--- src/rtl/assert_macros.svh ---
// Assertion helper macros shared by the RTL files.
`ifndef ASSERT_MACROS_SVH
`define ASSERT_MACROS_SVH
// Implication checked on every rising clock edge outside reset.
`define ASSERT_IMPL(label, clk, rst, ante, cons, msg) \
   label: assert property (@(posedge clk) disable iff (rst) (ante) |-> (cons)) \
      else $error(msg);
// Next-cycle implication checked outside reset.
`define ASSERT_NEXT(label, clk, rst, ante, cons, msg) \
   label: assert property (@(posedge clk) disable iff (rst) (ante) |=> (cons)) \
      else $error(msg);
`endif

--- src/rtl/cht_pkg.sv ---
// ---------------------------------------------------------------------------
// Chained hash table package
// Shared types, codes and default sizes of the chained hash table.
// ---------------------------------------------------------------------------
package cht_pkg;
   localparam int BUCKETS_DEF = 64;
   localparam int WAYS_DEF    = 8;
   localparam int KEY_W       = 31;
   localparam int VAL_W       = 32;
   localparam int CNT_W       = 7;

   typedef enum logic [1:0] {
      CMD_ADD    = 2'd0,
      CMD_SEARCH = 2'd1,
      CMD_REMOVE = 2'd2,
      CMD_NONE   = 2'd3
   } cmd_type;

   typedef enum logic [2:0] {
      ST_ADDED     = 3'd0,
      ST_FOUND     = 3'd1,
      ST_REMOVED   = 3'd2,
      ST_NOT_FOUND = 3'd3,
      ST_FULL      = 3'd4
   } status_type;

   typedef enum logic [2:0] {
      S_IDLE, S_MOD, S_FILL, S_SCAN, S_SHIFT, S_DONE
   } state_type;

   // Handshake between the top level and the modulo unit.
   typedef struct packed {
      logic start;
   } mod_ctl_type;
endpackage

--- src/rtl/cht_mod.sv ---
// ---------------------------------------------------------------------------
// Chained hash table key modulo unit
// Restoring division of a key by the bucket count, one bit per cycle.
// ---------------------------------------------------------------------------
module cht_mod #(
   parameter int BUCKETS = cht_pkg::BUCKETS_DEF,
   localparam int BW = (BUCKETS > 1) ? $clog2(BUCKETS) : 1
) (
   input  logic                     clock,
   input  logic                     reset,
   input  cht_pkg::mod_ctl_type     ctl,
   input  logic [cht_pkg::KEY_W-1:0] key,
   input  logic [BW:0]              divisor,
   output logic                     done,
   output logic [BW-1:0]            remainder
);
   localparam int KW = cht_pkg::KEY_W;
   localparam int CW = $clog2(KW + 1);

   logic [KW-1:0] key_ff, key_in;
   logic [BW:0]   rem_ff, rem_in;
   logic [CW-1:0] cnt_ff, cnt_in;
   logic          busy_ff, busy_in;
   logic [BW+1:0] trial;

   // One restoring step a cycle, most significant key bit first.
   always_comb begin
      key_in  = key_ff;
      rem_in  = rem_ff;
      cnt_in  = cnt_ff;
      busy_in = busy_ff;
      trial   = {rem_ff, key_ff[KW-1]};
      if (ctl.start) begin
         key_in  = key;
         rem_in  = '0;
         cnt_in  = CW'(KW);
         busy_in = 1'b1;
      end else if (busy_ff) begin
         key_in = key_ff << 1;
         if (trial >= {1'b0, divisor}) rem_in = BW'(0) + (BW+1)'(trial - {1'b0, divisor});
         else rem_in = (BW+1)'(trial);
         cnt_in = cnt_ff - 1'b1;
         if (cnt_ff == CW'(1)) busy_in = 1'b0;
      end
   end

   always_ff @(posedge clock) begin
      if (reset) begin
         busy_ff <= 1'b0;
         cnt_ff  <= '0;
      end else begin
         busy_ff <= busy_in;
         cnt_ff  <= cnt_in;
      end
      key_ff <= key_in;
      rem_ff <= rem_in;
   end

   assign done      = busy_ff && (cnt_ff == CW'(1));
   assign remainder = rem_in[BW-1:0];
endmodule

--- config.mk ---
export PLATFORM = sky130hd
export DESIGN_NAME = cht_mod
export DESIGN_NICKNAME = d
export VERILOG_FILES = /design/src/rtl/assert_macros.svh /design/src/rtl/cht_pkg.sv /design/src/rtl/cht_mod.sv
export SDC_FILE = /design/constraint.sdc
export NUM_CORES = 1
export LEC_CHECK = 0
export BUFFER_PORTS_ARGS = -buffer_cell sky130_fd_sc_hd__clkbuf_2
export CAP_MARGIN = 0
export CORE_ASPECT_RATIO = 1.2
export CORE_MARGIN = 1
export CORE_UTILIZATION = 58
export DETAILED_ROUTE_END_ITERATION = 10
export PLACE_DENSITY_LB_ADDON = 0.08
export SLEW_MARGIN = 40
export SYNTH_ARGS = -nofsm -noshare
export SYNTH_HDL_FRONTEND = slang
export SYNTH_SLANG_ARGS = --single-unit
--- constraint.sdc ---
create_clock -name clock -period 3.4 [get_ports clock]
set_input_delay 0 -clock clock [delete_from_list [all_inputs] [get_ports clock]]
set_output_delay 0 -clock clock [all_outputs]
set_load 0.05 [all_outputs]
# Word-level counts from Yosys, hierarchy flattened
# Cells that the tools add are included.
# totals
word_cells,21
register_bits,44
output_inout_bits,7
inputBits,41
# classes
n_reduce_logical,2
eq_ne,1
n_mux,10
order_cmp,1
add_sub_neg,2
# op_table
operator,n
$mux 31,2
$mux 6,2
$mux 5,2
$ge 8x7->1,1
$mux 7,1
$sub 7x7->7,1
$eq 5x1->1 const B,1
$sub 5x1->5 const B,1
$mux 1,3
$reduce_bool 2->1,1
$logic_and 1x1->1,1

# Depth between registers and ports, before layout
# Gate-level depths: netlist of the first run.
# depth
word_depth,4
depth_mapped,10
depth_no_buf,9

# Worst setup path before layout of the first run
# Ideal clock, no wire load.
# synth_timing
path_type,register -> register
start,reg key_ff[30]
end,reg rem_ff[0]
arrival_time_ns,3.172
path_slack_ns,-0.024
path_buffers,0
setup_time_ns,0.252
stages_incl_launch_ff,10
cell_sequence,edfxtp_1 inv_1 ha_1 inv_1 fa_1 a211oi_2 o21ai_1 a41oi_2 mux2_2 a211oi_1
# synth_between
elab_chain_len,4
word_cells_on_any_way,5
classes_between,1 x add/sub; 1 x order compare; 3 x mux
# synth_lines
item,line,text
start: declaration,cht_mod.sv:20,"logic [KW-1:0] key_ff, key_in;"
start signal: assignment,cht_mod.sv:55,key_ff <= key_in;
$sub 7x7->7 / $ge 8x7->1 (equally long branches),cht_mod.sv:40,"if (trial >= {1'b0, divisor}) rem_in = BW'(0) + (BW+1)'(trial - {1'b0, divisor});"
$mux 7 (*),cht_mod.sv:40,
$mux 6 (*),cht_mod.sv:38,end else if (busy_ff) begin
$mux 6 (*),cht_mod.sv:33,if (ctl.start) begin
via remainder[0],cht_mod.sv:15,output logic [BW-1:0] remainder
end signal: assignment,cht_mod.sv:56,rem_ff <= rem_in;
end: declaration,cht_mod.sv:21,"logic [BW:0] rem_ff, rem_in;"
# The timed path passes the listed nets; every way through them passes the cells marked *.
# A chain may end at the register's enable or synchronous reset.

# Worst setup path in the final report of the first run
# layout_timing
start,reg key_ff[30]
end,out remainder[5]
# layout_between
elab_chain_len,4
word_cells_on_any_way,5
classes_between,1 x add/sub; 1 x order compare; 3 x mux
# layout_lines
item,line
$sub 7x7->7 / $ge 8x7->1 (equally long branches),cht_mod.sv:40
$mux 7 (*),cht_mod.sv:40
$mux 6 (*),cht_mod.sv:38
$mux 6 (*),cht_mod.sv:33
end: declaration,cht_mod.sv:15
# Mark *: on every way between the ends. The rest lies on a longest branch, timed or not.

==> results of run 1 <==
-- worst min-delay path by stage --
stage | startpoint | cells after the start | end | slack (ps)
after floorplan | reset | 1 | busy_ff$_SDFF_PP0_ | 70
after global placement | reset | 2 | cnt_ff[3]$_SDFFE_PP0P_ | 240
after detailed placement | reset | 2 | cnt_ff[1]$_SDFFE_PP0P_ | 250
after CTS | key[7] | 2 | key_ff[7]$_DFFE_PP_ | 2
after global routing | key[7] | 2 | key_ff[7]$_DFFE_PP_ | 0.7
final | key[10] | 2 | key_ff[10]$_DFFE_PP_ | 10
-- cell type report --
| type | count | share of cell area |
|---|---|---|
| inverters | 14 | 0.0200 |
| well taps | 52 | 0.0248 |
| repair buffers | 52 | 0.106 |
| flip-flops and latches | 44 | 0.453 |
| multi-input cells | 116 | 0.358 |
| clock buffers | 8 | 0.0386 |
-- power by group through the flow --
stage / Sequential [mW] / Clock (mW) / Combinational (mW)
after floorplan: 0.663 / 0 / 0.191
after global placement: 0.673 / 0 / 0.235
after detailed placement: 0.675 / 0 / 0.246
after CTS: 0.664 / 0.365 / 0.250
after global routing: 0.670 / 0.379 / 0.274
final: 0.664 / 0.353 / 0.249
-- routing by layer --
layer | wire length, um | share of wire | up-vias
met1 | 1520 | 0.38 | 708
met5 | 0 | 0 | -
met4 | 68 | 0.017 | 0
met2 | 2180 | 0.55 | 49
met3 | 213 | 0.054 | 6
li1 | - | - | 758
-- cells in the mapped netlist, drive strengths merged, types with 2 or more instances --
cell type | number | area share
nand3 | 2 | 0.0045
dfxtp | 13 | 0.12
edfxtp | 31 | 0.42
nand2 | 5 | 0.0085
mux2i | 3 | 0.014
ha | 9 | 0.051
a211oi | 5 | 0.019
xor2 | 6 | 0.024
nand2b | 2 | 0.0056
nor2 | 23 | 0.039
o31ai | 2 | 0.0068
mux2 | 31 | 0.16
inv | 14 | 0.024
a31oi | 2 | 0.0056
nor3 | 3 | 0.0068
o21ai | 3 | 0.0068
a21oi | 5 | 0.011
xnor2 | 2 | 0.0079
clkbuf | 7 | 0.012
-- cell usage in the layout (no fill, tap or decap), drive strengths merged, types with 2 or more instances in the layout --
cell type and count:
a211oi 5, a21oi 5, a31oi 2, buf 3
clkbuf 55, dfxtp 13, dlygate4sd3 2, edfxtp 31
ha 9, inv 14, mux2 31, mux2i 3
nand2 5, nand2b 2, nand3 2, nor2 23
nor3 3, o21ai 3, o31ai 2, xnor2 2
xor2 6
-- per-stage QoR --
stage / worst slack (ps) / util / cells / instance area [um2] / power [mW]
after floorplan: 53.4 / - / 182 / 2220 / 0.854
after global placement: 700 / 0.690 / 276 / 2510 / 0.908
after detailed placement: 640 / 0.690 / 276 / 2510 / 0.921
after CTS: 310 / 0.723 / 286 / 2630 / 1.28
after global routing: 127 / 0.723 / 286 / 2630 / 1.32
final: 309 / 0.723 / 286 / 2630 / 1.27
-- sequential cells by signal, indices dropped and copies added (netlist names) --
register  count
key_ff       31
rem_ff        7
cnt_ff        5
busy_ff       1
-- cell families after synthesis --
logic type | count (synthesis) | share of synthesized area
xor gates and xnor gates | 8 | 0.0316
and+or+nand+nor | 41 | 0.0835
adders and majority gates | 10 | 0.0598
buffers and inverters | 22 | 0.0406
AOI/OAI and AO/OA | 23 | 0.0762
muxes | 34 | 0.171
DFF | 44 | 0.537
-- what timing repair did --
item                       CTS  global route
hold endpoints to repair     7             0
buffers inserted             0             0
hold buffers                 2             0
setup endpoints to repair    0             0
==> flow_results.xml, run 1 <==
<?xml version="1.0" encoding="UTF-8"?>
<metrics>
  <group name="setup_path">
    <metric name="worst_path_largest_cell_delay" unit="ps">410</metric>
    <metric name="launch_point_of_the_worst_reg_to_reg_path" unit="">key_ff[30]$_DFFE_PP_</metric>
    <metric name="critical_path.cell_chain" unit="">inv_1 &gt; ha_1 &gt; inv_1 &gt; fa_1 &gt; a211oi_2 &gt; o21ai_1 &gt; a41oi_2 &gt; buf_4 &gt; nand2_1 &gt; a311oi_1 &gt; clkbuf_2</metric>
    <metric name="worst-r2r-cell-count" unit="">10</metric>
    <metric name="cpLargestDelayFamily" unit="">compound AO/OA/AOI/OAI gates</metric>
    <metric name="worst_ep_arrival_time" unit="ps">3090</metric>
    <metric name="crit_required" unit="ps">3400</metric>
    <metric name="critical_path.most_common_cell" unit="">sky130_fd_sc_hd__inv_1</metric>
    <metric name="criticalPathCategory" unit="">reg2out</metric>
    <metric name="endpoint" unit="">remainder[5]</metric>
    <metric name="r2r_end" unit="">rem_ff[5]$_DFF_P_</metric>
    <metric name="cp-end-kind" unit="">output pin</metric>
    <metric name="critPathMaxFanout" unit="">7</metric>
    <metric name="crit_cells" unit="">11</metric>
    <metric name="crit_slowest_cell" unit="">sky130_fd_sc_hd__fa_1</metric>
    <metric name="rrSetupSlack" unit="ps">830</metric>
    <metric name="crit_start" unit="">key_ff[30]$_DFFE_PP_</metric>
    <metric name="timing.critical_path.from_type" unit="">flip-flop</metric>
    <metric name="cp_num_buf_inv" unit="">4</metric>
  </group>
  <group name="cells_and_area">
    <metric name="filler_cell_count" unit="">278</metric>
    <metric name="area_growth" unit="%">18.6</metric>
    <metric name="antenna_cells" unit="">0</metric>
    <metric name="final_nets" unit="">284</metric>
    <metric name="multiInputGateArea" unit="um2">941</metric>
    <metric name="drive_above_1_share" unit="">0.393</metric>
    <metric name="final-seq-area" unit="mm2">0.00119</metric>
  </group>
  <group name="cts">
    <metric name="tritoncts.num_buffers" unit="">5</metric>
    <metric name="cts_tree" unit="">done</metric>
    <metric name="ctsLongestPathBuffers" unit="">2</metric>
    <metric name="h-tree-depth" unit="">2</metric>
    <metric name="clk_pin_slew_worst_paths" unit="ps">80</metric>
    <metric name="post_cts_resize_count" unit="">0</metric>
    <metric name="clock_sink_count" unit="">44</metric>
    <metric name="worst_skew_pair.late_latency" unit="ps">280</metric>
    <metric name="cts_root_buffer" unit="">sky130_fd_sc_hd__clkbuf_8</metric>
  </group>
  <group name="global_routing">
    <metric name="pin_count_of_the_biggest_net_entering_global_routing" unit="">25</metric>
    <metric name="antenna_found_initial" unit="">0</metric>
    <metric name="grt-ovfl-total" unit="">0</metric>
    <metric name="globalRoute.busiestLayer" unit="">met2</metric>
    <metric name="first_pass_grt_wire_length" unit="um">6750</metric>
    <metric name="global_route.usage.met3" unit="">0.0597</metric>
    <metric name="first_global_vias" unit="">1594</metric>
    <metric name="grt_usage" unit="">0.220</metric>
    <metric name="grt_use_met2" unit="">0.397</metric>
    <metric name="met1_layer_usage_reported_by_global_route" unit="">0.230</metric>
  </group>
  <group name="sta">
    <metric name="max_freq" unit="GHz">0.323</metric>
    <metric name="setup-violations-final" unit="">0</metric>
    <metric name="fin_crit_sh" unit="">0.909</metric>
    <metric name="max-slew-margin-rel" unit="">0.622</metric>
    <metric name="worst_slew_pin_tran" unit="ps">566</metric>
    <metric name="timing.final.hold_violations" unit="">0</metric>
    <metric name="hold-worst-slack" unit="ps">14.6</metric>
    <metric name="clock-skew-final" unit="ps">4.29</metric>
    <metric name="tns" unit="ps">0</metric>
    <metric name="period_minus_slack" unit="ps">3090</metric>
    <metric name="rsz0062_at_grt" unit="">false</metric>
    <metric name="timing_max_transition_violations_final" unit="">0</metric>
  </group>
  <group name="synthesis">
    <metric name="synth_edf_count" unit="">31</metric>
    <metric name="asyncSetResetFlopFracSynth" unit="">0</metric>
    <metric name="synth-main-ff-cell" unit="">sky130_fd_sc_hd__edfxtp_1</metric>
    <metric name="synthDistinctLibCells" unit="">35</metric>
    <metric name="fraction_of_the_yosys_area_taken_by_sequential_cells" unit="">0.537</metric>
    <metric name="postSynthRegisterBits" unit="">44</metric>
    <metric name="netlist_area" unit="mm2">0.00222</metric>
    <metric name="syn-num-nets" unit="">233</metric>
    <metric name="syn-instance-count" unit="">182</metric>
    <metric name="postSynthAreaPerCell" unit="um2">12.2</metric>
    <metric name="yosys_warnings" unit="">0</metric>
  </group>
  <group name="floorplanning">
    <metric name="starting_utilization_of_the_core_area" unit="">0.610</metric>
    <metric name="ios" unit="">48</metric>
    <metric name="die-area" unit="mm2">0.00408</metric>
    <metric name="row_count" unit="">24</metric>
    <metric name="core-area" unit="mm2">0.00363</metric>
    <metric name="die_w" unit="um">58.4</metric>
    <metric name="die_y" unit="um">69.7</metric>
  </group>
  <group name="pwr">
    <metric name="vdd.ir_drop.worst" unit="uV">367</metric>
    <metric name="sw_frac_of_total" unit="">0.256</metric>
    <metric name="power_switching" unit="mW">0.324</metric>
    <metric name="p_leak" unit="nW">1.11</metric>
    <metric name="power.internal" unit="mW">0.941</metric>
    <metric name="p_clk_frac" unit="">0.279</metric>
    <metric name="power.density" unit="mW/mm2">481</metric>
    <metric name="pwr-share-seq" unit="">0.524</metric>
    <metric name="comb_power_share" unit="">0.197</metric>
  </group>
  <group name="detailed_routing">
    <metric name="detail_route.first_pass.iterations" unit="">4</metric>
    <metric name="ant_nets" unit="">0</metric>
    <metric name="post_drt_wl_per_cell" unit="um">13.9</metric>
    <metric name="dr_total_vias" unit="">1521</metric>
    <metric name="totalWireLength" unit="um">3980</metric>
    <metric name="drcViolationCount" unit="">0</metric>
    <metric name="viasPerCell" unit="">5.32</metric>
    <metric name="detailedRoute.firstIterationViolations" unit="">83</metric>
  </group>
  <group name="outcome">
    <metric name="status" unit="">completed</metric>
  </group>
  <group name="place">
    <metric name="place_congestion" unit="">0.804</metric>
    <metric name="dp_hpwl" unit="um">2890</metric>
    <metric name="port-buffer-count" unit="">47</metric>
  </group>
  <group name="worst_hold_path">
    <metric name="timing.hold.worst.class" unit="">in2reg</metric>
  </group>
  <group name="run">
    <metric name="cap_violations" unit="">0</metric>
  </group>
</metrics>
(Power assumes the default switching activity.)
==> run 2, diff against run 1 <==
--- a/config.mk
+++ b/config.mk
@@ -10,5 +10,5 @@
 export CORE_ASPECT_RATIO = 1.2
 export CORE_MARGIN = 1
-export CORE_UTILIZATION = 58
+export CORE_UTILIZATION = 45
 export DETAILED_ROUTE_END_ITERATION = 10
 export PLACE_DENSITY_LB_ADDON = 0.08
==> constraint.sdc (replaced) <==
create_clock -name clock -period 3.4 [get_ports clock]
set_input_delay 0.85 -clock clock [delete_from_list [all_inputs] [get_ports clock]]
set_output_delay 0.85 -clock clock [all_outputs]
set_load 0.05 [all_outputs]
==> flow_results.xml, run 2 (synthesis gave the netlist of run 1 again) <==
<?xml version="1.0" encoding="UTF-8"?>
<metrics>
  <group name="outcome">
    <metric name="status" unit="">complete, but fails checks</metric>
    <metric name="violations" unit="">setup timing</metric>
  </group>
  <group name="cts">
    <metric name="clock_sink_count" unit="">44</metric>
    <metric name="clk_pin_slew_worst_paths" unit="ps">90</metric>
    <metric name="worst_skew_pair.late_latency" unit="ps">300</metric>
    <metric name="tritoncts.num_buffers" unit="">5</metric>
    <metric name="cts_root_buffer" unit="">sky130_fd_sc_hd__clkbuf_8</metric>
    <metric name="h-tree-depth" unit="">2</metric>
    <metric name="ctsLongestPathBuffers" unit="">2</metric>
    <metric name="cts_tree" unit="">done</metric>
  </group>
  <group name="pwr">
    <metric name="vdd.ir_drop.worst" unit="uV">291</metric>
    <metric name="p_leak" unit="nW">1.25</metric>
    <metric name="power.density" unit="mW/mm2">469</metric>
  </group>
  <group name="sta">
    <metric name="tns" unit="ps">-1070</metric>
    <metric name="hold-worst-slack" unit="ps">549</metric>
    <metric name="max-slew-margin-rel" unit="">0.650</metric>
    <metric name="timing_max_transition_violations_final" unit="">0</metric>
    <metric name="max_freq" unit="GHz">0.274</metric>
    <metric name="timing.final.ws_setup" unit="ps">-247</metric>
    <metric name="fin_crit_sh" unit="">1.07</metric>
    <metric name="rsz0062_at_grt" unit="">true</metric>
    <metric name="setup-violations-final" unit="">6</metric>
    <metric name="timing.final.hold_violations" unit="">0</metric>
    <metric name="worst_slew_pin_tran" unit="ps">522</metric>
    <metric name="clock-skew-final" unit="ps">12.0</metric>
    <metric name="period_minus_slack" unit="ps">3650</metric>
  </group>
  <group name="place">
    <metric name="place_congestion" unit="">0.818</metric>
    <metric name="dp_hpwl" unit="um">3160</metric>
    <metric name="placedCellCount" unit="">297</metric>
    <metric name="port-buffer-count" unit="">47</metric>
  </group>
  <group name="cells_and_area">
    <metric name="final_cell_count_no_fill" unit="">310</metric>
    <metric name="multiInputGateArea" unit="mm2">0.00110</metric>
    <metric name="final-seq-area" unit="mm2">0.00119</metric>
    <metric name="area_growth" unit="%">37.0</metric>
    <metric name="largest_register_ffs" unit="">31</metric>
    <metric name="final_nets" unit="">302</metric>
    <metric name="most-common-layout-cells" unit="">sky130_fd_sc_hd__clkbuf_2 (40), sky130_fd_sc_hd__edfxtp_1 (31), sky130_fd_sc_hd__mux2_2 (30), sky130_fd_sc_hd__nor2_1 (23), sky130_fd_sc_hd__buf_4 (21)</metric>
    <metric name="leading_cell_type_in_the_layout_fill_and_taps_excluded" unit="">sky130_fd_sc_hd__clkbuf_2</metric>
    <metric name="filler_cell_count" unit="">368</metric>
    <metric name="antenna_cells" unit="">0</metric>
    <metric name="largestRegisters" unit="">key_ff (31), rem_ff (7), cnt_ff (5)</metric>
    <metric name="drive_above_1_share" unit="">0.504</metric>
    <metric name="largest_register" unit="">key_ff</metric>
  </group>
  <group name="setup_path">
    <metric name="crit_start" unit="">divisor[0]</metric>
    <metric name="cp_num_buf_inv" unit="">3</metric>
    <metric name="worst_path_largest_cell_delay" unit="ps">340</metric>
    <metric name="cp-end-kind" unit="">output pin</metric>
    <metric name="worst_ep_arrival_time" unit="ps">2800</metric>
    <metric name="launch_point_of_the_worst_reg_to_reg_path" unit="">key_ff[30]$_DFFE_PP_</metric>
    <metric name="critical_path.cell_chain" unit="">buf_8 &gt; ha_4 &gt; inv_2 &gt; fa_2 &gt; a211oi_2 &gt; o21ai_1 &gt; a41oi_2 &gt; mux2_4 &gt; a211oi_4 &gt; buf_8</metric>
    <metric name="critPathMaxFanout" unit="">2</metric>
    <metric name="cpLargestDelayFamily" unit="">compound AO/OA/AOI/OAI gates</metric>
    <metric name="crit_required" unit="ps">2550</metric>
    <metric name="critical_path.most_common_cell" unit="">sky130_fd_sc_hd__buf_8</metric>
    <metric name="timing.critical_path.from_type" unit="">input port</metric>
    <metric name="criticalPathCategory" unit="">in2out</metric>
    <metric name="crit_slowest_cell" unit="">sky130_fd_sc_hd__fa_2</metric>
  </group>
  <group name="floorplanning">
    <metric name="die_w" unit="um">66.1</metric>
    <metric name="ios" unit="">48</metric>
    <metric name="die_y" unit="um">78.9</metric>
    <metric name="die-area" unit="mm2">0.00521</metric>
    <metric name="row_count" unit="">27</metric>
    <metric name="starting_utilization_of_the_core_area" unit="">0.476</metric>
    <metric name="core-area" unit="mm2">0.00466</metric>
  </group>
  <group name="detailed_routing">
    <metric name="drcViolationCount" unit="">0</metric>
    <metric name="dr_total_vias" unit="">1580</metric>
    <metric name="wl_met1" unit="um">1760</metric>
    <metric name="viasPerCell" unit="">5.10</metric>
    <metric name="routed-wl-met2" unit="um">2260</metric>
    <metric name="totalWireLength" unit="um">4290</metric>
    <metric name="post_drt_wl_per_cell" unit="um">13.8</metric>
    <metric name="detailedRoute.firstIterationViolations" unit="">36</metric>
    <metric name="detail_route.first_pass.iterations" unit="">4</metric>
    <metric name="top_layer_used" unit="">met4</metric>
    <metric name="met3_length" unit="um">206</metric>
    <metric name="ant_nets" unit="">0</metric>
  </group>
  <group name="global_routing">
    <metric name="first_pass_grt_wire_length" unit="um">7250</metric>
    <metric name="pin_count_of_the_biggest_net_entering_global_routing" unit="">32</metric>
    <metric name="first_global_vias" unit="">1615</metric>
    <metric name="antenna_found_initial" unit="">0</metric>
    <metric name="grt-ovfl-total" unit="">0</metric>
    <metric name="grt_usage" unit="">0.183</metric>
  </group>
  <group name="worst_hold_path">
    <metric name="holdCritStartpoint" unit="">key_ff[29]$_DFFE_PP_</metric>
    <metric name="timing.hold.worst.class" unit="">reg2reg</metric>
  </group>
  <group name="run">
    <metric name="cap_violations" unit="">0</metric>
  </group>
</metrics>
-- run 2: where the power goes --
| group | leakage [nW] | total [mW] | internal (mW) | switching (mW) |
|---|---|---|---|---|
| Sequential | 0.420 | 0.663 | 0.636 | 0.0262 |
| Clock | 0.0596 | 0.391 | 0.211 | 0.180 |
| Combinational | 0.771 | 0.370 | 0.189 | 0.180 |
-- run 2: per-stage QoR --
| stage | utilization | total power [mW] | cell area [um2] | worst slack, ps |
|---|---|---|---|---|
| floorplan | - | 0.899 | 2340 | -199 |
| CTS | 0.645 | 1.43 | 3010 | -256 |
| finish | 0.651 | 1.42 | 3040 | -247 |
| global placement | 0.596 | 0.995 | 2780 | -275 |
| global route | 0.651 | 1.49 | 3040 | -315 |
| detailed placement | 0.596 | 1.01 | 2780 | -343 |
-- run 2: final cells by class --
type	instances	area share
inverter	14	0.0173
tap	58	0.0239
timing repair buffer	70	0.164
multi-input combinational	116	0.364
clock inverter	1	0.00288
clock buffer	7	0.0354
sequential	44	0.392
-- run 2: metal layers --
layer	up-vias	GRT usage
li1	790	-
met4	0	0.0617
met5	-	0
met3	8	0.0546
met2	39	0.311
met1	743	0.218
-- run 2: final timing paths --
check	to	slack [ps]	cells after the start
max	remainder[0]	-250	10
min	key_ff[30]$_DFFE_PP_	550	1
max reg2reg	rem_ff[6]$_SDFFE_PP0P_	980	13
min reg2reg	key_ff[30]$_DFFE_PP_	550	1
-- run 2: repair_timing --
action	4_1_cts	5_1_grt
endpoints found under the setup margin	6	6
pin swaps	1	1
gates resized for setup	15	7
hold buffers	0	0
buffers inserted	4	1
